File: src/sv/sra_ram.sv
// Generic single-port RAM with registered read
`timescale 1ns / 1ps
module sra_ram #(
    parameter int WIDTH = 8,
    parameter int DEPTH = 16
) (
    input  logic                     i_clk,
    input  logic                     i_we,
    input  logic [$clog2(DEPTH)-1:0] i_addr,
    input  logic [WIDTH-1:0]         i_wdata,
    output logic [WIDTH-1:0]         o_rdata
);
    logic [WIDTH-1:0] r_mem [DEPTH];
    always_ff @(posedge i_clk) begin
        if (i_we) begin
            r_mem[i_addr] <= i_wdata;
        end
        o_rdata <= r_mem[i_addr];
    end
endmodule

File: config.mk
export PLATFORM = sky130hd
export DESIGN_NAME = sra_ram
export DESIGN_NICKNAME = d
export VERILOG_FILES = /design/src/sv/sra_ram.sv
export SDC_FILE = /design/constraint.sdc
export NUM_CORES = 1
export LEC_CHECK = 0
export BUFFER_PORTS_ARGS = -buffer_cell sky130_fd_sc_hd__buf_2
export CAP_MARGIN = 20
export CORE_ASPECT_RATIO = 0.75
export CORE_MARGIN = 4
export CORE_UTILIZATION = 25
export CTS_BUF_LIST = sky130_fd_sc_hd__clkbuf_4 sky130_fd_sc_hd__clkbuf_8
export DETAILED_ROUTE_END_ITERATION = 12
export GPL_ROUTABILITY_DRIVEN = 0
export PLACE_DENSITY = 0.52
export SLEW_MARGIN = 20
export SYNTH_ARGS = -nofsm -noshare
export SYNTH_HDL_FRONTEND = slang
export SYNTH_SLANG_ARGS = --single-unit
File: constraint.sdc
create_clock -name i_clk -period 1.7 [get_ports i_clk]
set_input_delay 0.34 -clock i_clk [delete_from_list [all_inputs] [get_ports i_clk]]
set_output_delay 0.34 -clock i_clk [all_outputs]
set_load 0.005 [all_outputs]
# [Word-level counts from Yosys, hierarchy flattened]
# Memories as Yosys holds them, arrays and structs flattened. A register that Yosys moved wholly into a read port is not among the register bits.
# Index checks and enable logic that the tools add are counted.
[word_totals] ff_bits=0 mem_bits_rw=128 in_bits=14 output_inout_bits=8 word_cells=3 n_memories=1
[memory_table] memory="r_mem" depth=16 width=8 read_ports=1 rd_clocked_by_memory_dff=1 wr=1 line_no="13" text="logic [WIDTH-1:0] r_mem [DEPTH];"
[op_classes] n_mux=2
[op_table] op="1-bit two-way mux" count=2

# [Depth between registers and ports, before layout]
[depth] ltp_word=2 depth_mapped=5 ltp_nobuf=3

# [Worst setup path before layout]
# OpenSTA, ideal clock, no wires.
[synth_timing] path_kind="input-to-reg" start="input port i_addr[2]" end="memory r_mem[0][0], enable pin" setup_time_ns=0.383 arrival_ns=1.450 required_time_ns=1.317 setup_slack_ns=-0.133 path_stages=2 path_buffers=0 path_cell_list="or3b_2 > nor3_1"
[synth_rtl] item="start: declaration" line_no="9" text="input logic [$clog2(DEPTH)-1:0] i_addr,"
[synth_rtl] item="end: declaration" line_no="13"
# Straight into the memory's write port.

==> impl_results.md <==
* Die span in x at 172 um
* Final worst setup slack at 281 ps
* Bufs on Longest Clock Path at 2
* Post-layout nets at 311
* Synth Warn # at 0
* Pwr dens at 1080 mW/mm^2
* Critical path type: in2reg
* Post-Route WL at 10.9 mm
* Die area at 0.0226 sq mm
* Unrepaired setup endpoints after global routing: false
* DRC viols at 0
* Slew at the pin closest to its max-slew limit at 890 ps
* Area grow syn2layout at 21.8%
* Initial antenna violation count at 0
* Max-cap viol count at 0
* Filler cell count at 1872
* IO Port Bufs at 21
* Register area at 0.00400 sq mm
* # rows at 44
* Area of the multi-input gates at 0.00101 sq mm
* Remaining global-route overflow at 0
* Clk Latency, worst-skew pair at 420 ps
* Critical Path Sink Type: flip-flop
* Clock skew at 11.0 ps
* Clk root buf: clkbuf_8
* Pins Over Slew Limit at 0
* Hold WS at 310 ps
* Largest cells by area after synthesis: edfxtp_1 76%, mux4_2 14%, dfxtp_1 3.2%, a22oi_1 2.4%, nor2_1 0.96%
* Number of global-route vias before repair at 2548
* Via count of the routed design at 2448
* H-tree Lvls at 4
* Hold/Removal Path Class: in2reg
* Cells after synthesis at 230
* Worst-path clk slew at 80 ps
* CTS Buf Count at 17
* Relative slew slack at 40.4%
* First-pass GRT wire length at 16.3 mm
* Worst Setup Start Kind: primary input
* Yosys top cell area share at 75.9%
* Fmax at 705 MHz
* Dpl hpwl at 7.47 mm
* Ports at 22
* Synth unique cells at 18
* Layout cells sized above 1 at 40.6%
* Area leader, netlist: edfxtp_1
* Average instance area after synthesis at 22.0 sq um
* Post CTS Setup Buffer Count at 0
* Number of DRC markers in iteration 0 at 185
* Worst vdd ir at 0.000434 V
* Number of diodes at 0
* Clock tree from TritonCTS: done
* Antenna Violating Nets Remaining at 0
* Drt pass-1 iters at 4
* Required @ worst endpoint at 2050 ps
* Crit Path Max Fanout at 8
* Chip Height at 131 um
* Post-cts resize count at 0
* Setup Viol. Count Final at 0
* Clock Sinks at 136
* Pre-CTS WS at -130 ps
* Seq cells post-synth at 136
* Status: finished clean
* WL/cell at 19.4 um
* LEAKAGE at 0.00203 uW
* Final hold vios at 0
* Syn Std Cell Area at 0.00507 sq mm
* Final Critical Period at 1420 ps
* Core area at 0.0197 sq mm
* CTS Hold Bufs at 0
* Syn_nets at 244
* Largest net degree at the start of global routing at 17
* Post-route clock period utilization at 83.5%
* Initial Utilization at 25.8%
* Total track usage at 10.0%
* Sequential element share of the synthesized area at 79.0%
* Crit path DAT at 1770 ps
* Routed vias/inst at 4.35
## through the flow
step           instance area (sq um)  util (%)  setup TNS, ps  total power [uW]  cells
5_1_grt                         6170      31.4              0              6960    563
4_1_cts                         6170      31.4              0              6760    563
6_report                        6170      31.4              0              6680    563
3_3_place_gp                    5780      29.4           -542              4240    531
2_1_floorplan                   5070         -          -5760              4030    230
3_5_place_dp                    5780      29.4           -549              4250    531
## power breakdown
part	switching, uW	leakage (uW)	total [uW]	internal [uW]
clock	1200	0.000196	2520	1310
sequential	20.6	0.00122	3760	3740
combinational	215	0.000614	395	180
total	1440	0.00203	6680	5240
## per-layer routing
layer,routed length [um],GRT usage [%],share of wire [%],vias up
li1,-,-,-,1096
met1,5020,14.5,46,1298
met2,5130,14.4,47,52
met3,755,3.54,6.9,2
met4,40,2.75,0.37,0
met5,0,0,0,-
## layout make-up
type / count / share of cell area [%]
tap: 253 / 5.13
multi-input combinational: 83 / 16.4
sequential: 136 / 64.9
clock buffer: 22 / 4.70
timing repair buffer: 59 / 7.34
clock inverter: 10 / 1.54
## kinds of logic after synthesis
group / Yosys count / synth area share, %
simple gates: 35 / 3.21
compound gates: 16 / 2.37
buf+inv: 11 / 1.19
mux: 32 / 14.2
flops: 136 / 79.0
## Yosys cell counts
master and number:
buf_2 2, nor2b_1 2, a22oi_1 16, buf_1 4, clkbuf_1 2, nand2b_1 2, nand2_1 9, or3b_2 1
nor3_1 4, clkbuf_2 1, nor2_1 13, nand3_1 1, and2_1 1, dfxtp_1 8, buf_6 2, nand3b_1 2
mux4_2 32, edfxtp_1 128
## placed cells by master (no fill, tap or decap), types with 5 or more instances in the layout
cell type,n
buf_4,33
nor2_1,12
edfxtp_1,128
a22oi_1,16
clkbuf_8,20
dfxtp_1,8
buf_2,21
buf_12,5
nand2_1,9
mux4_2,32
## registers in the layout (all words and copies together), names as in the netlist
register,cells
r_mem,128
o_rdata,8
## critical path, stage by stage
cell	delay [ps]
buf_2	110
buf_4	140
nor2_1	690
a22oi_1	210
buf_4	190
nand2_1	90
## worst paths after layout
| check | endpoint | slack (ps) | depth (start not counted) | from |
|---|---|---|---|---|
| setup / recovery | o_rdata[6] | 280 | 6 | i_addr[2] |
| hold / removal | r_mem[7][1] | 310 | 1 | i_wdata[1] |
| setup reg to reg | o_rdata[2] | 330 | 4 | r_mem[2][2] |
| hold reg to reg | o_rdata[7] | 670 | 3 | r_mem[14][7] |
Note: power is estimated with default switching activity, not from simulation.
